### config.mk
export PLATFORM = sky130hd
export DESIGN_NAME = coap_message_parser
export DESIGN_NICKNAME = d
export VERILOG_FILES = /design/src/hdl/cmp_pkg.sv /design/src/hdl/coap_message_parser.sv /design/src/hdl/cmp_front.sv /design/src/hdl/cmp_queue.sv /design/src/hdl/cmp_back.sv
export SDC_FILE = /design/constraint.sdc
export NUM_CORES = 1
export LEC_CHECK = 0
export BUFFER_PORTS_ARGS = -buffer_cell sky130_fd_sc_hd__buf_4
export CELL_PAD_IN_SITES_DETAIL_PLACEMENT = 2
export CELL_PAD_IN_SITES_GLOBAL_PLACEMENT = 2
export CORE_MARGIN = 2
export CORE_UTILIZATION = 40
export DETAILED_ROUTE_END_ITERATION = 8
export PLACE_DENSITY = 0.84
export SLEW_MARGIN = 10
export SYNTH_ARGS = -nofsm -noshare
export SYNTH_HDL_FRONTEND = slang
export SYNTH_SLANG_ARGS = --single-unit
### constraint.sdc
create_clock -name clk_i -period 6.74 [get_ports clk_i]
set_clock_uncertainty 0.15 [all_clocks]
set_input_delay 0.674 -clock clk_i [delete_from_list [all_inputs] [get_ports clk_i]]
set_output_delay 0.674 -clock clk_i [all_outputs]
set_load 0.1 [all_outputs]
### src/hdl/cmp_pkg.sv
// ----------------------------------------------------------------------------
// CoAP parser package
// Shared widths, codes and the classified-beat record.
// ----------------------------------------------------------------------------
package cmp_pkg;

  localparam int unsigned MaxOptions    = 16;
  localparam int unsigned MaxTokenBytes = 8;
  localparam int unsigned QueueDepth    = 4;

  localparam logic [2:0] KindHeader  = 3'd0;
  localparam logic [2:0] KindToken   = 3'd1;
  localparam logic [2:0] KindOptStart = 3'd2;
  localparam logic [2:0] KindOptByte = 3'd3;
  localparam logic [2:0] KindPayload = 3'd4;
  localparam logic [2:0] KindAccept  = 3'd5;
  localparam logic [2:0] KindReject  = 3'd6;

  localparam logic [3:0] ErrNone       = 4'd0;
  localparam logic [3:0] ErrShortHdr   = 4'd1;
  localparam logic [3:0] ErrVersion    = 4'd2;
  localparam logic [3:0] ErrTokenLen   = 4'd3;
  localparam logic [3:0] ErrEmptyCode  = 4'd4;
  localparam logic [3:0] ErrShortToken = 4'd5;
  localparam logic [3:0] ErrShortOpt   = 4'd6;
  localparam logic [3:0] ErrNibble15   = 4'd7;
  localparam logic [3:0] ErrDeltaBig   = 4'd8;
  localparam logic [3:0] ErrOverrun    = 4'd9;
  localparam logic [3:0] ErrTooMany    = 4'd10;
  localparam logic [3:0] ErrMarker     = 4'd11;

  localparam int unsigned OutBits = 3 + 8 + 2 + 4 + 8 + 16 + 16 + 16 + 5 + 4 + 1;
  localparam int unsigned OutDataBits = ((OutBits - 3 + 7) / 8) * 8;

  typedef struct packed {
    logic [2:0]  kind;
    logic [7:0]  byte_value;
    logic [1:0]  message_type;
    logic [3:0]  token_length;
    logic [7:0]  code_byte;
    logic [15:0] message_id;
    logic [15:0] option_number;
    logic [15:0] option_length;
    logic [4:0]  options_seen;
    logic [3:0]  error_code;
    logic        last_result;
  } result_t;

  // one classified input byte: up to two results
  typedef struct packed {
    logic    two;
    result_t r0;
    result_t r1;
  } entry_t;

endpackage

### src/hdl/coap_message_parser.sv
// ----------------------------------------------------------------------------
// CoAP message parser
// Byte-stream CoAP/UDP datagram parser with header, token, option and payload
// results and an accept or reject verdict per packet.
//
//   channel | dir | beat contents
//   s_axis  | in  | tdata: data_byte; tlast: end_of_packet
//   m_axis  | out | tuser: item_kind; tdata: result fields
//   cfg     | in  | transport_is_udp
//
// One byte per cycle is accepted while the queue has room; the front parse
// results are combinational. A byte with two results costs two output beats.
// Reset gives header phase, UDP transport and an empty queue.
// Output stalls fill the four-entry queue before the input stalls.
// ----------------------------------------------------------------------------
module coap_message_parser #(
  parameter int unsigned MAX_OPTIONS     = cmp_pkg::MaxOptions,
  parameter int unsigned MAX_TOKEN_BYTES = cmp_pkg::MaxTokenBytes
) (
  input  logic                            clk_i,
  input  logic                            rst_ni,
  input  logic                            cfg_valid_i,
  output logic                            cfg_ready_o,
  input  logic                            cfg_data_i,
  input  logic                            s_axis_tvalid,
  output logic                            s_axis_tready,
  input  logic [7:0]                      s_axis_tdata,  // data_byte
  input  logic                            s_axis_tlast,
  output logic                            m_axis_tvalid,
  input  logic                            m_axis_tready,
  // byte_value, message_type, token_length, code_byte, message_id,
  // option_number, option_length, options_seen, error_code, last_result
  output logic [cmp_pkg::OutDataBits-1:0] m_axis_tdata,
  output logic [2:0]                      m_axis_tuser   // item_kind
);

  logic f_valid, f_ready, q_valid, q_ready;
  cmp_pkg::entry_t f_entry, q_entry;
  logic f_empty;

  cmp_front #(.MAX_OPTIONS(MAX_OPTIONS), .MAX_TOKEN_BYTES(MAX_TOKEN_BYTES)) u_front (
    .clk_i, .rst_ni, .cfg_valid_i, .cfg_ready_o, .cfg_data_i,
    .in_valid_i(s_axis_tvalid), .in_ready_o(s_axis_tready),
    .in_byte_i(s_axis_tdata), .in_eop_i(s_axis_tlast),
    .q_ready_i(f_ready), .q_valid_o(f_valid), .q_entry_o(f_entry)
  );

  // beats without results (r0 last flag clear, no r1) have nothing to queue
  assign f_empty = !f_entry.r0.last_result && !f_entry.two;

  cmp_queue u_queue (
    .clk_i, .rst_ni, .wr_valid_i(f_valid), .wr_ready_o(f_ready), .wr_empty_i(f_empty),
    .wr_entry_i(f_entry), .rd_valid_o(q_valid), .rd_ready_i(q_ready), .rd_entry_o(q_entry)
  );

  cmp_back u_back (
    .clk_i, .rst_ni, .q_valid_i(q_valid), .q_ready_o(q_ready), .q_entry_i(q_entry),
    .m_tvalid_o(m_axis_tvalid), .m_tready_i(m_axis_tready),
    .m_tdata_o(m_axis_tdata), .m_tuser_o(m_axis_tuser)
  );

endmodule

### src/hdl/cmp_front.sv
// ----------------------------------------------------------------------------
// CoAP parser front end
// Runs the per-byte parse state and emits the results of each byte.
// ----------------------------------------------------------------------------
module cmp_front #(
  parameter int unsigned MAX_OPTIONS     = cmp_pkg::MaxOptions,
  parameter int unsigned MAX_TOKEN_BYTES = cmp_pkg::MaxTokenBytes
) (
  input  logic            clk_i,
  input  logic            rst_ni,
  input  logic            cfg_valid_i,
  output logic            cfg_ready_o,
  input  logic            cfg_data_i,
  input  logic            in_valid_i,
  output logic            in_ready_o,
  input  logic [7:0]      in_byte_i,
  input  logic            in_eop_i,
  input  logic            q_ready_i,
  output logic            q_valid_o,
  output cmp_pkg::entry_t q_entry_o
);

  typedef enum logic [2:0] {
    PhHeader, PhToken, PhOpt, PhExt, PhValue, PhPayload, PhSkip
  } phase_e;

  phase_e      phase_q, phase_d;
  logic [2:0]  cnt_q, cnt_d;
  logic [3:0]  tok_q, tok_d;
  logic [7:0]  code_q, code_d, first_q, first_d;
  logic [15:0] onum_q, onum_d, acc_q, acc_d, vrem_q, vrem_d, clen_q, clen_d;
  logic [3:0]  dnib_q, dnib_d, lnib_q, lnib_d;
  // wide enough for the largest option limit; results show the low five bits
  logic [6:0]  ocnt_q, ocnt_d;
  logic        udp_q;

  logic fire;
  assign in_ready_o  = q_ready_i;
  assign fire        = in_valid_i && in_ready_o;
  assign cfg_ready_o = 1'b1;
  assign q_valid_o   = fire;

  cmp_pkg::result_t res [2];
  logic [1:0] n;

  function automatic cmp_pkg::result_t mk(logic [2:0] k, logic [7:0] b, logic [3:0] e,
                                           logic [6:0] oc);
    cmp_pkg::result_t r;
    r = '0;
    r.kind = k;
    r.byte_value = b;
    r.error_code = e;
    r.options_seen = oc[4:0];
    return r;
  endfunction

  always_comb begin
    logic [3:0]  nib;
    logic [15:0] val, acc_n, len;
    logic        big, eop, fin, rej;
    logic [3:0]  err;
    logic [2:0]  c1;
    phase_d = phase_q; cnt_d = cnt_q; tok_d = tok_q; code_d = code_q; first_d = first_q;
    onum_d = onum_q; acc_d = acc_q; vrem_d = vrem_q; clen_d = clen_q;
    dnib_d = dnib_q; lnib_d = lnib_q; ocnt_d = ocnt_q;
    res[0] = '0; res[1] = '0; n = 2'd0;
    eop = in_eop_i; fin = 1'b0; rej = 1'b0; err = cmp_pkg::ErrNone;
    nib = '0; val = '0; acc_n = '0; len = '0; big = 1'b0; c1 = '0;
    // fin: emit option start with len; rej: emit reject err after res so far
    unique case (phase_q)
      PhHeader: begin
        if (cnt_q == 3'd0 && !udp_q) begin
          rej = 1'b1;
        end else begin
          if (cnt_q == 3'd0) first_d = in_byte_i;
          else if (cnt_q == 3'd1) code_d = in_byte_i;
          else if (cnt_q == 3'd2) acc_d = {in_byte_i, 8'h00};
          else acc_d = {acc_q[15:8], in_byte_i};
          if (cnt_q < 3'd3) begin
            cnt_d = cnt_q + 3'd1;
            if (eop) begin rej = 1'b1; err = cmp_pkg::ErrShortHdr; end
          end else if (first_q[7:6] != 2'd1) begin
            rej = 1'b1; err = cmp_pkg::ErrVersion;
          end else if (32'(first_q[3:0]) > MAX_TOKEN_BYTES) begin
            rej = 1'b1; err = cmp_pkg::ErrTokenLen;
          end else if (code_q == 8'd0 && !eop) begin
            rej = 1'b1; err = cmp_pkg::ErrEmptyCode;
          end else begin
            res[0] = mk(cmp_pkg::KindHeader, 8'd0, cmp_pkg::ErrNone, ocnt_q);
            res[0].message_type = first_q[5:4];
            res[0].token_length = first_q[3:0];
            res[0].code_byte = code_q;
            res[0].message_id = {acc_q[15:8], in_byte_i};
            n = 2'd1;
            cnt_d = '0; acc_d = '0; tok_d = first_q[3:0];
            if (first_q[3:0] != 4'd0) begin
              phase_d = PhToken;
              if (eop) begin rej = 1'b1; err = cmp_pkg::ErrShortToken; end
            end else phase_d = PhOpt;
          end
        end
      end
      PhToken: begin
        res[0] = mk(cmp_pkg::KindToken, in_byte_i, cmp_pkg::ErrNone, ocnt_q);
        n = 2'd1;
        tok_d = tok_q - 4'd1;
        if (tok_d == 4'd0) phase_d = PhOpt;
        else if (eop) begin rej = 1'b1; err = cmp_pkg::ErrShortToken; end
      end
      PhOpt: begin
        if (in_byte_i == 8'hFF) begin
          phase_d = PhPayload;
          if (eop) begin rej = 1'b1; err = cmp_pkg::ErrMarker; end
        end else if (32'(ocnt_q) >= MAX_OPTIONS) begin
          rej = 1'b1; err = cmp_pkg::ErrTooMany;
        end else begin
          dnib_d = in_byte_i[7:4]; lnib_d = in_byte_i[3:0];
          cnt_d = '0; acc_d = '0;
          if (in_byte_i[7:4] == 4'd15) begin
            rej = 1'b1; err = cmp_pkg::ErrNibble15;
          end else if (in_byte_i[7:4] < 4'd13) begin
            onum_d = onum_q + 16'(in_byte_i[7:4]);
            dnib_d = '0;
            if (in_byte_i[3:0] == 4'd15) begin
              rej = 1'b1; err = cmp_pkg::ErrNibble15;
            end else if (in_byte_i[3:0] < 4'd13) begin
              fin = 1'b1; len = 16'(in_byte_i[3:0]);
            end else begin
              phase_d = PhExt;
              if (eop) begin rej = 1'b1; err = cmp_pkg::ErrShortOpt; end
            end
          end else begin
            phase_d = PhExt;
            if (eop) begin rej = 1'b1; err = cmp_pkg::ErrShortOpt; end
          end
        end
      end
      PhExt: begin
        nib = (dnib_q >= 4'd13) ? dnib_q : lnib_q;
        acc_n = {acc_q[7:0], in_byte_i};
        acc_d = acc_n;
        c1 = cnt_q + 3'd1;
        cnt_d = c1;
        if (c1 < ((nib == 4'd13) ? 3'd1 : 3'd2)) begin
          if (eop) begin rej = 1'b1; err = cmp_pkg::ErrShortOpt; end
        end else begin
          big = (nib != 4'd13) && (acc_n > 16'd65266);
          val = (nib == 4'd13) ? (16'(acc_n[7:0]) + 16'd13) : (acc_n + 16'd269);
          if (big) begin
            rej = 1'b1; err = cmp_pkg::ErrDeltaBig;
          end else if (dnib_q >= 4'd13) begin
            onum_d = onum_q + val;
            dnib_d = '0; cnt_d = '0; acc_d = '0;
            if (lnib_q == 4'd15) begin
              rej = 1'b1; err = cmp_pkg::ErrNibble15;
            end else if (lnib_q < 4'd13) begin
              fin = 1'b1; len = 16'(lnib_q);
            end else begin
              phase_d = PhExt;
              if (eop) begin rej = 1'b1; err = cmp_pkg::ErrShortOpt; end
            end
          end else begin
            cnt_d = '0; acc_d = '0;
            fin = 1'b1; len = val;
          end
        end
      end
      PhValue: begin
        res[0] = mk(cmp_pkg::KindOptByte, in_byte_i, cmp_pkg::ErrNone, ocnt_q);
        res[0].option_number = onum_q;
        res[0].option_length = clen_q;
        n = 2'd1;
        vrem_d = vrem_q - 16'd1;
        if (vrem_d == 16'd0) phase_d = PhOpt;
        else if (eop) begin rej = 1'b1; err = cmp_pkg::ErrOverrun; end
      end
      PhPayload: begin
        res[0] = mk(cmp_pkg::KindPayload, in_byte_i, cmp_pkg::ErrNone, ocnt_q);
        n = 2'd1;
      end
      PhSkip: begin
      end
      default: begin
      end
    endcase

    if (fin) begin
      ocnt_d = ocnt_q + 7'd1;
      clen_d = len; vrem_d = len;
      res[0] = mk(cmp_pkg::KindOptStart, 8'd0, cmp_pkg::ErrNone, ocnt_d);
      res[0].option_number = onum_d;
      res[0].option_length = len;
      n = 2'd1;
      phase_d = (len == 16'd0) ? PhOpt : PhValue;
      if (len != 16'd0 && eop) begin rej = 1'b1; err = cmp_pkg::ErrOverrun; end
    end

    if (phase_q == PhSkip) begin
      n = 2'd0;
      if (eop) phase_d = PhHeader;
    end else if (rej) begin
      res[n[0]] = mk(cmp_pkg::KindReject, 8'd0, err, ocnt_d);
      n = n + 2'd1;
      phase_d = eop ? PhHeader : PhSkip;
    end else if (eop && phase_d != PhHeader) begin
      // a complete unit ended the packet: accept
      res[n[0]] = mk(cmp_pkg::KindAccept, 8'd0, cmp_pkg::ErrNone, ocnt_d);
      n = n + 2'd1;
      phase_d = PhHeader;
    end else if (eop) begin
      phase_d = PhHeader;
    end

    if (phase_d == PhHeader && eop) begin
      cnt_d = '0; tok_d = '0; code_d = '0; first_d = '0; onum_d = '0; acc_d = '0;
      vrem_d = '0; clen_d = '0; dnib_d = '0; lnib_d = '0; ocnt_d = '0;
    end
    // last flag only on a real result, so an empty beat stays all zero
    if (n == 2'd2) res[1].last_result = 1'b1;
    else if (n == 2'd1) res[0].last_result = 1'b1;
  end

  always_comb begin
    q_entry_o.two = (n == 2'd2);
    q_entry_o.r0 = res[0];
    q_entry_o.r1 = res[1];
  end

  always_ff @(posedge clk_i or negedge rst_ni) begin
    if (!rst_ni) begin
      phase_q <= PhHeader; cnt_q <= '0; tok_q <= '0; code_q <= '0; first_q <= '0;
      onum_q <= '0; acc_q <= '0; vrem_q <= '0; clen_q <= '0; dnib_q <= '0;
      lnib_q <= '0; ocnt_q <= '0; udp_q <= 1'b1;
    end else begin
      if (cfg_valid_i) udp_q <= cfg_data_i;
      if (fire) begin
        phase_q <= phase_d; cnt_q <= cnt_d; tok_q <= tok_d; code_q <= code_d;
        first_q <= first_d; onum_q <= onum_d; acc_q <= acc_d; vrem_q <= vrem_d;
        clen_q <= clen_d; dnib_q <= dnib_d; lnib_q <= lnib_d; ocnt_q <= ocnt_d;
      end
    end
  end

endmodule

### src/hdl/cmp_queue.sv
// ----------------------------------------------------------------------------
// CoAP parser result queue
// Small FIFO of classified beats between front and back.
// ----------------------------------------------------------------------------
module cmp_queue #(
  parameter int unsigned DEPTH = cmp_pkg::QueueDepth
) (
  input  logic            clk_i,
  input  logic            rst_ni,
  input  logic            wr_valid_i,
  output logic            wr_ready_o,
  input  logic            wr_empty_i,
  input  cmp_pkg::entry_t wr_entry_i,
  output logic            rd_valid_o,
  input  logic            rd_ready_i,
  output cmp_pkg::entry_t rd_entry_o
);

  localparam int unsigned AW = (DEPTH > 1) ? $clog2(DEPTH) : 1;

  cmp_pkg::entry_t mem_q [DEPTH];
  logic [AW-1:0] wp_q, rp_q;
  logic [AW:0]   cnt_q;
  logic push, pop;

  assign wr_ready_o = (32'(cnt_q) < DEPTH);
  assign push = wr_valid_i && wr_ready_o && !wr_empty_i;
  assign rd_valid_o = (cnt_q != '0);
  assign pop = rd_valid_o && rd_ready_i;
  assign rd_entry_o = mem_q[rp_q];

  always_ff @(posedge clk_i) begin
    if (push) mem_q[wp_q] <= wr_entry_i;
  end

  always_ff @(posedge clk_i or negedge rst_ni) begin
    if (!rst_ni) begin
      wp_q <= '0; rp_q <= '0; cnt_q <= '0;
    end else begin
      if (push) wp_q <= (32'(wp_q) == DEPTH - 1) ? '0 : wp_q + AW'(1);
      if (pop)  rp_q <= (32'(rp_q) == DEPTH - 1) ? '0 : rp_q + AW'(1);
      cnt_q <= cnt_q + (AW+1)'(push) - (AW+1)'(pop);
    end
  end

endmodule

### src/hdl/cmp_back.sv
// ----------------------------------------------------------------------------
// CoAP parser back end
// Issues the one or two results of each queued beat on the output stream.
// ----------------------------------------------------------------------------
module cmp_back (
  input  logic                             clk_i,
  input  logic                             rst_ni,
  input  logic                             q_valid_i,
  output logic                             q_ready_o,
  input  cmp_pkg::entry_t                  q_entry_i,
  output logic                             m_tvalid_o,
  input  logic                             m_tready_i,
  output logic [cmp_pkg::OutDataBits-1:0]  m_tdata_o,
  output logic [2:0]                       m_tuser_o
);

  logic sel_q;
  cmp_pkg::result_t r;

  assign r = sel_q ? q_entry_i.r1 : q_entry_i.r0;
  assign m_tvalid_o = q_valid_i;
  assign q_ready_o = m_tready_i && (sel_q || !q_entry_i.two);
  assign m_tuser_o = r.kind;
  assign m_tdata_o = cmp_pkg::OutDataBits'({r.last_result, r.error_code, r.options_seen,
                      r.option_length, r.option_number, r.message_id, r.code_byte,
                      r.token_length, r.message_type, r.byte_value});

  always_ff @(posedge clk_i or negedge rst_ni) begin
    if (!rst_ni) sel_q <= 1'b0;
    else if (q_valid_i && m_tready_i) sel_q <= q_entry_i.two && !sel_q;
  end

endmodule

==> metrics.log, run 1 <==
INFO  metric result_of_the_run = finished, final reports clean
INFO  metric netlist.top_cell.by_area = sky130_fd_sc_hd__edfxtp_1
INFO  metric cts_buffers = 54
INFO  metric async_reset_ff_share = 22.9%
INFO  metric gr-usage-all-layers = 28.3%
INFO  metric worst-path-buf-inv = 2
INFO  metric crit_start = u_front.lnib_q[1]
INFO  metric antenna_found_initial = 3
INFO  metric worst_skew_pair.late_latency = 0.63 ns
INFO  metric r2r_cells = 17
INFO  metric path_class = flip-flop to flip-flop
INFO  metric design.die.area = 0.0626 mm2
INFO  metric transition_time_at_the_pin_with_the_least_slew_margin = roughly 1.2 ns
INFO  metric final_util = 46.2%
INFO  metric seqCellArea = 0.0144 mm2
INFO  metric area_growth_syn_to_layout = 14.6%
INFO  metric cts.root.buffer_cell = sky130_fd_sc_hd__clkbuf_16
INFO  metric synth_area_leaders = sky130_fd_sc_hd__edfxtp_1 48%, sky130_fd_sc_hd__dfrtp_1 12%, sky130_fd_sc_hd__mux4_2 8.9%
INFO  metric cp_data_required_time = 6.86 ns
INFO  metric multi_input_combinational_cell_area = 0.00930 mm2
INFO  metric initial_utilization = 40.3%
INFO  metric crit_fanout = 58
INFO  metric holdPathStages = 2
INFO  metric placed_cell_area = 0.0259 mm2
INFO  metric max_capacitance_violation_count = 0
INFO  metric ios = 101
INFO  metric detail_route.iter0.violations = 1779
INFO  metric worst_ir_drop_vdd = 0.000223 V
INFO  metric post_drt_wl_per_cell = 31.9 um
INFO  metric hold_path_class = primary input to flip-flop
INFO  metric overflow = 0
INFO  metric stdcell_area = 0.0278 mm2
INFO  metric post-dp-hpwl = 57500 um
INFO  metric layout_worst_path_cycle_share = between 90% and 100%
INFO  metric synth_enable_flop_cells = 384
INFO  metric synth_top_flop_cell = sky130_fd_sc_hd__edfxtp_1
INFO  metric finalWirelength = 88600 um
INFO  metric rsz0062_at_grt = false
INFO  metric sum_neg_setup_slack = 0 ns
INFO  metric postSynthAreaPerCell = 13.0 um2
INFO  metric achievable-frequency = ~160 MHz
INFO  metric clock_tree_from_tritoncts = built
INFO  metric drt-vias-per-instance = 6.41
INFO  metric die_w = approximately 250 um
INFO  metric cp_top_family = simple AND/OR/NAND/NOR gates
INFO  metric cpMaxStageDelayCell = sky130_fd_sc_hd__nor2_1
INFO  metric row_count = 90
INFO  metric finalMaxSlewViolations = 0
INFO  metric globalplace.congestion = approximately 0.89
INFO  metric path_common_cell = sky130_fd_sc_hd__ha_1
INFO  metric finalWorstPathRequiredPeriod = 6.25 ns
INFO  metric setup_viol_count_final = 0
INFO  metric diodes = 0
INFO  metric detail_route.first_pass.iterations = 6
INFO  metric yosysMostFrequentCell = sky130_fd_sc_hd__edfxtp_1
INFO  metric regToRegStartpoint = u_front.lnib_q[1]
INFO  metric route.vias.total = 17800
INFO  metric grt_pass1_vias = slightly below 20000
INFO  metric cp_cell_sequence = nand4b_1 > a32o_1 > inv_1 > ha_1 > nor4_1 > a31o_2 > nor2_4 > a22oi_1 > nand2_2 > o41a_1 > ha_1 > and4_1 > o21ai_0 > ha_1 > nor2_1 > and2_4 > buf_12
INFO  metric synthesis.instances = approximately 1900
INFO  metric synth_seq_area_share = 59.4%
INFO  metric first_pass_grt_wire_length = 133000 um
INFO  metric antenna_left = 0
INFO  metric cp_num_cells = 17
INFO  metric critical_path.endpoint_type = flip-flop
INFO  metric power_density = around 570 mW/mm2
INFO  metric worstPathArrival = 6.37 ns
INFO  metric yosys_warnings = 0
INFO  metric cts_sinks = approximately 500
INFO  metric number_of_port_buffers = between 90 and 100
INFO  metric syn_area = around 0.024 mm2
INFO  metric final_hold_viols = 0
INFO  metric leakagePower = 10.2 nW
INFO  metric max-clock-path-buffers = 3
INFO  metric final_nets = 2009
INFO  metric post_cts_clock_slew_at_the_launch_and_capture_registers_of_the_worst_setup_and_hold_paths = 0.06 ns
INFO  metric cp-start-kind = flip-flop
INFO  metric hold_path.startpoint = cfg_data_i
INFO  metric post_cts_resized = 0
INFO  metric die_height = 250 um
INFO  metric synth_common_cells = 384 x sky130_fd_sc_hd__edfxtp_1, 191 x sky130_fd_sc_hd__nand2_1, 136 x sky130_fd_sc_hd__o21ai_0, 117 x sky130_fd_sc_hd__and2_1, 113 x sky130_fd_sc_hd__dfrtp_1
INFO  metric netlist.area_leader.share = 47.6%
INFO  metric final_layout_size_suffix_gt1_share = 19.1%
INFO  metric maximum_number_of_pins_on_one_net_before_global_route_repair = 63
INFO  metric yosysUniqueCellTypes = 90
INFO  metric drt_drc_violations_left = 0
INFO  metric slew-limit-headroom = 19.6%
INFO  metric htreeDepth = 2
INFO  metric fill_cells = 5803
INFO  metric design.core.area = 0.0601 mm2
INFO  metric max_stage_delay = 0.52 ns
INFO  metric synth-seq-cells = 498
==> logic make-up (layout without fill, tap and decap cells) <==
kind of cell / count (synthesis) / count (layout) / share of synthesized area, %
AND/OR/NAND/NOR: 572 / 572 / 12.1
AO/OA/AOI/OAI: 423 / 423 / 11.6
XOR/XNOR: 26 / 26 / 0.940
other: 2 / 5 / 0.0310
buffers and inverters: 152 / 280 / 2.48
adder cells (fa/ha/maj): 46 / 46 / 2.47
flip-flops: 498 / 498 / 59.4
multiplexers: 144 / 144 / 11.1
==> sequential cells by signal, indices dropped and copies added (netlist names), 3 cells and up <==
name and cells:
u_front.phase_q 3, u_queue.mem_q 384, u_queue.cnt_q 3, u_front.tok_q 4, u_front.clen_q 16, u_front.lnib_q 4, u_front.first_q 8, u_front.code_q 8
u_front.onum_q 16, u_front.ocnt_q 7, u_front.acc_q 16, u_front.cnt_q 3, u_front.dnib_q 4, u_front.vrem_q 16
==> final timing paths <==
kind / to / slack [ns]
worst max-delay path: u_queue.mem_q[0][103] / 0.49
worst min-delay path: u_front.udp_q / 0.20
worst max register to register: u_queue.mem_q[0][103] / 0.49
worst min register to register: u_front.clen_q[15] / 0.35
max in group asynchronous: u_front.clen_q[7] / 4.39
min in group asynchronous: u_queue.rp_q[0] / 0.53
==> power breakdown <==
| group | leakage (nW) | internal (mW) | switching, mW |
|---|---|---|---|
| clock network | 0.882 | 1.80 | 1.32 |
| logic | 4.17 | 2.23 | 5.71 |
| registers | 5.13 | 4.09 | 0.674 |
| total | 10.2 | 8.12 | 7.70 |
==> per-stage QoR <==
stage               total power [mW]  cells  hold slack, ns  setup slack, ns
global placement                12.1   2673           0.313            0.986
floorplan                       10.2   1866           0.228            0.870
finish                          15.8   2776           0.196            0.489
detailed placement              12.6   2673           0.334            0.679
global route                    16.4   2776           0.190            0.298
CTS                             15.8   2776           0.181            0.664
==> layer usage <==
| metal | wire (um) | track usage, % | share of wire [%] | up-vias |
|---|---|---|---|---|
| met4 | 3910 | 11.9 | 4.4 | 2 |
| li1 | - | - | - | 7320 |
| met5 | 11 | 0 | 0.012 | - |
| met1 | 35000 | 36.4 | 39 | 9380 |
| met3 | 5930 | 4.86 | 6.7 | 236 |
| met2 | 43700 | 47.3 | 49 | 859 |
==> what timing repair did <==
action / in CTS / in global routing
setup buffers: 0 / 0
hold buffers: 1 / 0
hold endpoints to repair: 1 / 0
==> cell type report <==
type	count	area share (%)
repair buffers	138	4.10
inverters	40	0.541
flip-flops and latches	498	51.9
clock inverters	27	1.19
multi-input cells	1216	33.5
well taps	782	3.52
clock buffers	75	5.30
==> placed cells by master, fill, tap and decap left out, types with 16 or more instances in the layout <==
cell	Yosys	routed
sky130_fd_sc_hd__edfxtp_1	384	384
sky130_fd_sc_hd__nand2_1	191	191
sky130_fd_sc_hd__o21ai_0	136	135
sky130_fd_sc_hd__buf_4	2	129
sky130_fd_sc_hd__and2_1	117	113
sky130_fd_sc_hd__dfrtp_1	113	111
sky130_fd_sc_hd__mux4_2	96	96
sky130_fd_sc_hd__nor2_1	78	76
sky130_fd_sc_hd__a21oi_1	61	61
sky130_fd_sc_hd__clkbuf_16	0	54
sky130_fd_sc_hd__nor3_1	51	50
sky130_fd_sc_hd__ha_1	43	43
sky130_fd_sc_hd__inv_1	40	39
sky130_fd_sc_hd__nand3_1	30	30
sky130_fd_sc_hd__mux2_2	30	30
sky130_fd_sc_hd__a22o_1	27	27
sky130_fd_sc_hd__a21o_1	23	23
sky130_fd_sc_hd__o22ai_1	21	21
sky130_fd_sc_hd__xnor2_1	18	18
sky130_fd_sc_hd__a31oi_1	18	17
sky130_fd_sc_hd__mux2i_1	17	17
sky130_fd_sc_hd__clkbuf_1	83	17
sky130_fd_sc_hd__nor2b_1	16	16
==> worst register-to-register path: stages (launching register included) <==
cell                       delay [ns]
sky130_fd_sc_hd__dfrtp_1         0.45
sky130_fd_sc_hd__nand4b_1        0.30
sky130_fd_sc_hd__a32o_1          0.32
sky130_fd_sc_hd__inv_1           0.11
sky130_fd_sc_hd__ha_1            0.23
sky130_fd_sc_hd__nor4_1          0.42
sky130_fd_sc_hd__a31o_2          0.34
sky130_fd_sc_hd__nor2_4          0.12
sky130_fd_sc_hd__a22oi_1         0.51
sky130_fd_sc_hd__nand2_2         0.14
sky130_fd_sc_hd__o41a_1          0.51
sky130_fd_sc_hd__ha_1            0.34
sky130_fd_sc_hd__and4_1          0.19
sky130_fd_sc_hd__o21ai_0         0.25
sky130_fd_sc_hd__ha_1            0.29
sky130_fd_sc_hd__nor2_1          0.52
sky130_fd_sc_hd__and2_4          0.30
sky130_fd_sc_hd__buf_12          0.35
No activity file was read; power rests on OpenSTA's default activity.
==> run 2: changes to the inputs <==
--- a/config.mk
+++ b/config.mk
@@ -8,6 +8,7 @@
 export BUFFER_PORTS_ARGS = -buffer_cell sky130_fd_sc_hd__buf_4
 export CELL_PAD_IN_SITES_DETAIL_PLACEMENT = 2
 export CELL_PAD_IN_SITES_GLOBAL_PLACEMENT = 2
+export CORE_ASPECT_RATIO = 1.5
 export CORE_MARGIN = 2
 export CORE_UTILIZATION = 40
 export DETAILED_ROUTE_END_ITERATION = 8
==> run 2 against run 1 <==
  * Wire length up 1.1%
  * Critical path depth down 1
  * Clock power down 10%
  * Utilization down 0.18 points
  * Via count down 0.71%
  * Highest routed layer unchanged
==> metrics.log, run 2 (synthesis results as in run 1) <==
INFO  metric hold_path_class = primary input to flip-flop
INFO  metric transition_time_at_the_pin_with_the_least_slew_margin = 1.28 ns (+0.0770 ns)
INFO  metric cp_data_required_time = 6.85 ns (about the same)
INFO  metric mostFrequentLayoutCell = sky130_fd_sc_hd__edfxtp_1
INFO  metric layout_worst_path_cycle_share = 93.4% (+0.63 points)
INFO  metric post_cts_hold_buffer_count = 1 (unchanged)
INFO  metric max_capacitance_violation_count = 0 (unchanged)
INFO  metric grt_use_met1 = 35.2% (-1.2 points)
INFO  metric final_nets = 2010 (+0.050%)
INFO  metric detail_route.first_pass.iterations = 5 (-1)
INFO  metric finalWirelength = 89500 um (+1.1%)
INFO  metric worstPathArrival = 6.40 ns (+0.03 ns)
INFO  metric grt_pass1_vias = 19200 (-0.74%)
INFO  metric met3_usage_grt = 3.26% (-1.6 points)
INFO  metric top_register = u_queue.mem_q
INFO  metric finalWorstPathRequiredPeriod = 6.29 ns (+0.0426 ns)
INFO  metric die_height = 305 um (+22%)
INFO  metric post_drt_wl_per_cell = 32.3 um (+1.2%)
INFO  metric worst_skew_pair.late_latency = 0.60 ns (-0.03 ns)
INFO  metric setup_viol_count_final = 0 (unchanged)
INFO  metric antenna_left = 0 (unchanged)
INFO  metric flip_flop_count_of_the_largest_register_after_layout = 384 (unchanged)
INFO  metric cts_setup_buffers = 0 (unchanged)
INFO  metric cts_sinks = 498 (unchanged)
INFO  metric crit_fanout = 26 (-55%)
INFO  metric result_of_the_run = finished, final reports clean
INFO  metric htreeDepth = 2 (unchanged)
INFO  metric drt-vias-per-instance = 6.37 (-0.57%)
INFO  metric design.die.area = 0.0626 mm2 (about the same)
INFO  metric number_of_port_buffers = 99 (unchanged)
INFO  metric overflow = 0 (unchanged)
INFO  metric power_density = 566 mW/mm2 (-0.77%)
INFO  metric die_w = 205 um (-18%)
INFO  metric route.vias.total = 17700 (-0.71%)
INFO  metric cts.root.buffer_cell = sky130_fd_sc_hd__clkbuf_16
INFO  metric maximum_number_of_pins_on_one_net_before_global_route_repair = 67 (+6.3%)
INFO  metric achievable-frequency = 159 MHz (-0.68%)
INFO  metric design.core.area = 0.0600 mm2 (-0.21%)
INFO  metric post-dp-hpwl = 60600 um (+5.3%)
INFO  metric first_pass_grt_wire_length = 133000 um (+0.38%)
INFO  metric post_cts_clock_slew_at_the_launch_and_capture_registers_of_the_worst_setup_and_hold_paths = 0.07 ns (about the same)
INFO  metric max-clock-path-buffers = 3 (unchanged)
INFO  metric fill_cells = 5774 (-0.50%)
INFO  metric multi_input_combinational_cell_area = 0.00930 mm2 (about the same)
INFO  metric area_growth_syn_to_layout = 13.9%
INFO  metric slew-limit-headroom = 14.3% (-5.3 points)
INFO  metric row_count = 110 (+22%)
INFO  metric final_util = 46.0% (-0.18 points)
INFO  metric drt_drc_violations_left = 0 (unchanged)
INFO  metric final_hold_viols = 0 (unchanged)
INFO  metric antenna_found_initial = 1 (-2)
INFO  metric initial_utilization = 40.4% (+0.084 points)
INFO  metric mostFrequentLayoutCells = 384 x sky130_fd_sc_hd__edfxtp_1, 191 x sky130_fd_sc_hd__nand2_1, 136 x sky130_fd_sc_hd__o21ai_0
INFO  metric cp-start-kind = flip-flop
INFO  metric detail_route.iter0.violations = 1735 (-2.5%)
INFO  metric path_class = flip-flop to flip-flop
INFO  metric gr-usage-all-layers = 28.8% (+0.49 points)
INFO  metric finalPower = 15.6 mW (-1.4%)
INFO  metric critical_path.endpoint_type = flip-flop
INFO  metric clock_tree_from_tritoncts = built
INFO  metric finalMaxSlewViolations = 0 (unchanged)
INFO  metric ios = 101 (unchanged)
INFO  metric grt_util_met2 = 50.6% (+3.3 points)
INFO  metric final_layout_size_suffix_gt1_share = 19.1% (about the same)
INFO  metric post_cts_resized = 0 (unchanged)
INFO  metric rsz0062_at_grt = false
INFO  metric seqCellArea = 0.0144 mm2 (unchanged)
INFO  metric grt.busiest_layer = met2
INFO  metric globalplace.congestion = 0.929 (+4.4%)
INFO  metric worst_ir_drop_vdd = 0.000283 V (+27%)
INFO  metric sum_neg_setup_slack = 0 ns (unchanged)
INFO  metric leakagePower = 10.1 nW (-0.81%)
INFO  metric cts_buffers = 47 (-13%)
-- run 2: cell count changes in the layout (fill, tap and decap cells not counted), sizes merged --
cell      delta
inv          +4
clkbuf      -21
buf          +8
clkinvlp     +3
bufinv       -1
diode        +1
-- run 2: layer usage --
layer	share of wire [%]	wire length [um]
met1	38	33800
met3	5.6	5030
met2	52	46200
met5	0.015	13
met4	5.1	4550
-- run 2: final timing paths --
kind | slack (ns) | startpoint | to | depth (start not counted)
max in group asynchronous | 5.00 | rst_ni | u_queue.rp_q[0] | 3
min in group asynchronous | 0.26 | rst_ni | u_front.acc_q[9] | 2
max reg2reg | 0.45 | u_front.cnt_q[0] | u_queue.mem_q[2][141] | 16
min reg2reg | 0.36 | u_front.clen_q[8] | u_front.clen_q[8] | 2
max | 0.45 | u_front.cnt_q[0] | u_queue.mem_q[2][141] | 16
min | 0.17 | cfg_data_i | u_front.udp_q | 2
-- run 2: final cells by class --
class                      count  share of cell area, %
sequential                   498                   52.2
multi-input combinational   1216                   33.7
timing repair buffer         146                   4.44
clock buffer                  54                   4.39
tap                          784                   3.56
clock inverter                33                   1.21
inverter                      40                  0.544
antenna                        1                0.00907
-- run 2: report_power, final --
part	leakage (nW)	internal, mW	switching (mW)
sequential	5.13	4.09	0.706
combinational	4.22	2.25	5.76
clock	0.753	1.53	1.27
total	10.1	7.87	7.74
-- run 2: worst max-delay path, cell delays in order, from the launching register on --
cell,delay [ns]
sky130_fd_sc_hd__dfrtp_1,0.56
sky130_fd_sc_hd__inv_1,0.14
sky130_fd_sc_hd__ha_1,0.35
sky130_fd_sc_hd__ha_1,0.34
sky130_fd_sc_hd__nor4_1,0.39
sky130_fd_sc_hd__a31o_2,0.33
sky130_fd_sc_hd__nor2_4,0.10
sky130_fd_sc_hd__a22oi_1,0.54
sky130_fd_sc_hd__nand2_2,0.16
sky130_fd_sc_hd__o41a_1,0.52
sky130_fd_sc_hd__ha_1,0.33
sky130_fd_sc_hd__and4_1,0.17
sky130_fd_sc_hd__o21ai_0,0.21
sky130_fd_sc_hd__ha_1,0.27
sky130_fd_sc_hd__nor2_1,0.47
sky130_fd_sc_hd__and2_4,0.61
sky130_fd_sc_hd__buf_12,0.27
-- run 2: metrics by stage --
step                hold WS [ns]  setup slack (ns)  cell area [um2]  std cells
floorplan                  0.228             0.870            24200       1866
global placement           0.311             0.783            26000       2683
detailed placement         0.328             0.459            26000       2683
CTS                        0.153             0.506            27600       2771
global route               0.172             0.121            27600       2771
finish                     0.168             0.447            27600       2772
==> run 3: changes to the inputs <==
--- a/config.mk
+++ b/config.mk
@@ -13,6 +13,7 @@
 export CORE_UTILIZATION = 40
 export DETAILED_ROUTE_END_ITERATION = 8
 export PLACE_DENSITY = 0.84
+export SKIP_CTS_REPAIR_TIMING = 1
 export SLEW_MARGIN = 10
 export SYNTH_ARGS = -nofsm -noshare
 export SYNTH_HDL_FRONTEND = slang
==> constraint.sdc (replaced) <==
create_clock -name clk_i -period 6.74 [get_ports clk_i]
set_clock_uncertainty 0.15 [all_clocks]
set_input_delay 0.674 -clock clk_i [delete_from_list [all_inputs] [get_ports clk_i]]
set_output_delay 0.674 -clock clk_i [all_outputs]
set_load 0.02 [all_outputs]
==> run 3 against run 2 <==
  * Sequential power fell by 1%
  * Cell area down 0.22%
  * Sequential share of layout area up 0.12 points
==> metrics.log, run 3 (synthesis results as in run 1) <==
INFO  metric result_of_the_run = finished, final reports clean
INFO  metric flip_flop_count_of_the_largest_register_after_layout = 384 (unchanged)
INFO  metric design.core.area = 0.0600 mm2 (unchanged)
INFO  metric dpl_worst_slack = 0.522 ns (+0.0630 ns)
INFO  metric max-clock-path-buffers = 3 (unchanged)
INFO  metric worst_skew_pair.late_latency = 0.59 ns (about the same)
INFO  metric critical_path.endpoint_type = flip-flop
INFO  metric cts_buffers = 48 (+2.1%)
INFO  metric m1WireLength = 34100 um (+1.1%)
INFO  metric r2r_cells = 14 (-2)
INFO  metric cp_num_cells = 14 (-2)
INFO  metric transition_time_at_the_pin_with_the_least_slew_margin = 1.28 ns (+0.00657 ns)
INFO  metric design.die.area = 0.0626 mm2 (unchanged)
INFO  metric area_growth_syn_to_layout = 13.6%
INFO  metric antenna_found_initial = 1 (unchanged)
INFO  metric row_count = 110 (unchanged)
INFO  metric die_w = 205 um (unchanged)
INFO  metric mostFrequentLayoutCell = sky130_fd_sc_hd__edfxtp_1
INFO  metric ios = 101 (unchanged)
INFO  metric crit_start = u_front.vrem_q[1]
INFO  metric top_layer_reached_by_signal_wires = met4
INFO  metric cts_sinks = 498 (unchanged)
INFO  metric mostFrequentLayoutCells = 384 x sky130_fd_sc_hd__edfxtp_1, 191 x sky130_fd_sc_hd__nand2_1, 137 x sky130_fd_sc_hd__buf_4
INFO  metric route.vias.total = 17800 (+0.64%)
INFO  metric die_height = 305 um (unchanged)
INFO  metric initial_utilization = 40.4% (unchanged)
INFO  metric drt_drc_violations_left = 0 (unchanged)
INFO  metric crit_fanout = 35 (+35%)
INFO  metric clock_tree_from_tritoncts = built
INFO  metric finalWorstPathRequiredPeriod = 6.30 ns (+0.00652 ns)
INFO  metric path_common_cell = sky130_fd_sc_hd__ha_1
INFO  metric final_layout_size_suffix_gt1_share = 19.0% (-0.14 points)
INFO  metric diodes = 0 (-1)
INFO  metric path_class = flip-flop to flip-flop
INFO  metric gr-usage-all-layers = 29.4% (+0.59 points)
INFO  metric final_nets = 2008 (-0.10%)
INFO  metric cpMaxStageDelayCell = sky130_fd_sc_hd__nor4_2
INFO  metric sum_neg_setup_slack = 0 ns (unchanged)
INFO  metric cp-start-kind = flip-flop
INFO  metric htreeDepth = 2 (unchanged)
INFO  metric cp_data_required_time = 6.80 ns (-0.05 ns)
INFO  metric worst-path-buf-inv = 2 (unchanged)
INFO  metric postLayoutSetupSlackWorst = 0.440 ns (-0.00652 ns)
INFO  metric post_drt_wl_per_cell = 32.9 um (+2.0%)
INFO  metric hold_path.startpoint = cfg_data_i
INFO  metric worst_ir_drop_vdd = 0.000238 V (-16%)
INFO  metric detail_route.first_pass.iterations = 5 (unchanged)
INFO  metric layout_worst_path_cycle_share = 93.5% (+0.097 points)
INFO  metric achievable-frequency = 159 MHz (-0.10%)
INFO  metric cp_top_family = simple AND/OR/NAND/NOR gates
INFO  metric cp_cell_sequence = inv_1 > ha_1 > nor4b_4 > nor3b_4 > xnor2_1 > nor4_2 > a21o_1 > o21a_1 > and3_1 > mux2i_1 > ha_1 > nor2_1 > and2_4 > buf_4
INFO  metric drt-vias-per-instance = 6.42 (+0.71%)
INFO  metric grt_pass1_vias = 19300 (+0.50%)
INFO  metric timing.reg2reg.setup_slack = 0.44 ns (about the same)
INFO  metric crit-reg2reg-capture = u_queue.mem_q[2][100]
INFO  metric max_capacitance_violation_count = 0 (unchanged)
INFO  metric antenna_left = 0 (unchanged)
INFO  metric post_cts_clock_slew_at_the_launch_and_capture_registers_of_the_worst_setup_and_hold_paths = 0.07 ns (about the same)
INFO  metric globalplace.congestion = 0.906 (-2.5%)
INFO  metric first_pass_grt_wire_length = 136000 um (+1.7%)
INFO  metric max_stage_delay = 0.77 ns (+0.16 ns)
INFO  metric detail_route.iter0.violations = 1709 (-1.5%)
INFO  metric setup_viol_count_final = 0 (unchanged)
INFO  metric met2_wirelength = 46200 um (about the same)
INFO  metric power_density = 491 mW/mm2 (-13%)
INFO  metric finalWirelength = 91200 um (+1.9%)
INFO  metric cts.root.buffer_cell = sky130_fd_sc_hd__clkbuf_16
INFO  metric hold_path_class = primary input to flip-flop
INFO  metric fill_cells = 5833 (+1.0%)
INFO  metric rsz0062_at_grt = false
INFO  metric worstPathArrival = 6.36 ns (-0.04 ns)
INFO  metric regToRegStartpoint = u_front.vrem_q[1]
INFO  metric final_hold_viols = 0 (unchanged)
INFO  metric leakagePower = 10.1 nW (-0.24%)
INFO  metric worst_setup_path_endpoint = u_queue.mem_q[2][100]
INFO  metric top_register = u_queue.mem_q
INFO  metric slew-limit-headroom = 13.9% (-0.37 points)
INFO  metric overflow = 0 (unchanged)
INFO  metric post-dp-hpwl = 59800 um (-1.2%)
INFO  metric finalMaxSlewViolations = 0 (unchanged)
INFO  metric maximum_number_of_pins_on_one_net_before_global_route_repair = 64 (-4.5%)
INFO  metric met3_length = 5850 um (+16%)
INFO  metric number_of_port_buffers = 99 (unchanged)
## run 3: cell types whose count changed in the layout (fill, tap and decap cells not counted), sizes merged
cell / before / now
buf: 145 / 142
bufinv: 6 / 5
clkbuf: 54 / 65
clkinv: 18 / 13
diode: 1 / 0
inv: 46 / 43
## run 3: stage by stage
stage               hold WS (ns)  area, um2  std cells  total power, mW  util (%)
finish                     0.190      27500       2770             13.5      45.9
global route               0.206      27500       2770             14.0      45.9
CTS                       -0.267      27500       2769             13.5      45.9
detailed placement         0.335      25900       2680             10.5      43.2
global placement           0.313      25900       2680             10.0      43.2
floorplan                  0.228      24200       1866             8.09         -
## run 3: report_power, final
| group | internal (mW) | switching (mW) |
|---|---|---|
| registers | 4.09 | 0.651 |
| clock network | 1.55 | 1.27 |
| logic | 2.22 | 3.73 |
## run 3: routing by layer
layer,up-vias,track usage [%]
met2,908,50.8
met4,0,14.1
met5,-,0
li1,7290,-
met3,251,4.00
met1,9334,35.9
## run 3: worst reg2reg max path, cell delays in order, from the launching register on
cell                      delay (ns)
sky130_fd_sc_hd__dfrtp_1        0.42
sky130_fd_sc_hd__inv_1          0.11
sky130_fd_sc_hd__ha_1           0.31
sky130_fd_sc_hd__nor4b_4        0.39
sky130_fd_sc_hd__nor3b_4        0.45
sky130_fd_sc_hd__xnor2_1        0.14
sky130_fd_sc_hd__nor4_2         0.77
sky130_fd_sc_hd__a21o_1         0.28
sky130_fd_sc_hd__o21a_1         0.20
sky130_fd_sc_hd__and3_1         0.44
sky130_fd_sc_hd__mux2i_1        0.51
sky130_fd_sc_hd__ha_1           0.36
sky130_fd_sc_hd__nor2_1         0.56
sky130_fd_sc_hd__and2_4         0.30
sky130_fd_sc_hd__buf_4          0.50
## run 3: worst min path at each step
stage	to	slack [ns]	cells past startpoint
floorplan	u_back.sel_q	0.23	0
CTS	u_front.acc_q[0]	-0.27	1
global route	u_front.udp_q	0.21	2
detailed placement	u_front.acc_q[0]	0.34	1
global placement	u_front.clen_q[6]	0.31	2
finish	u_front.udp_q	0.19	2
## run 3: final cells by class
| class | count | area (um2) | area share [%] |
|---|---|---|---|
| Inverter | 40 | 150 | 0.545 |
| Multi-Input combinational cell | 1216 | 9300 | 33.8 |
| Tap cell | 784 | 981 | 3.56 |
| Clock buffer | 65 | 1290 | 4.70 |
| Timing Repair Buffer | 143 | 1140 | 4.14 |
| Clock inverter | 24 | 277 | 1.00 |
| Sequential cell | 498 | 14400 | 52.3 |
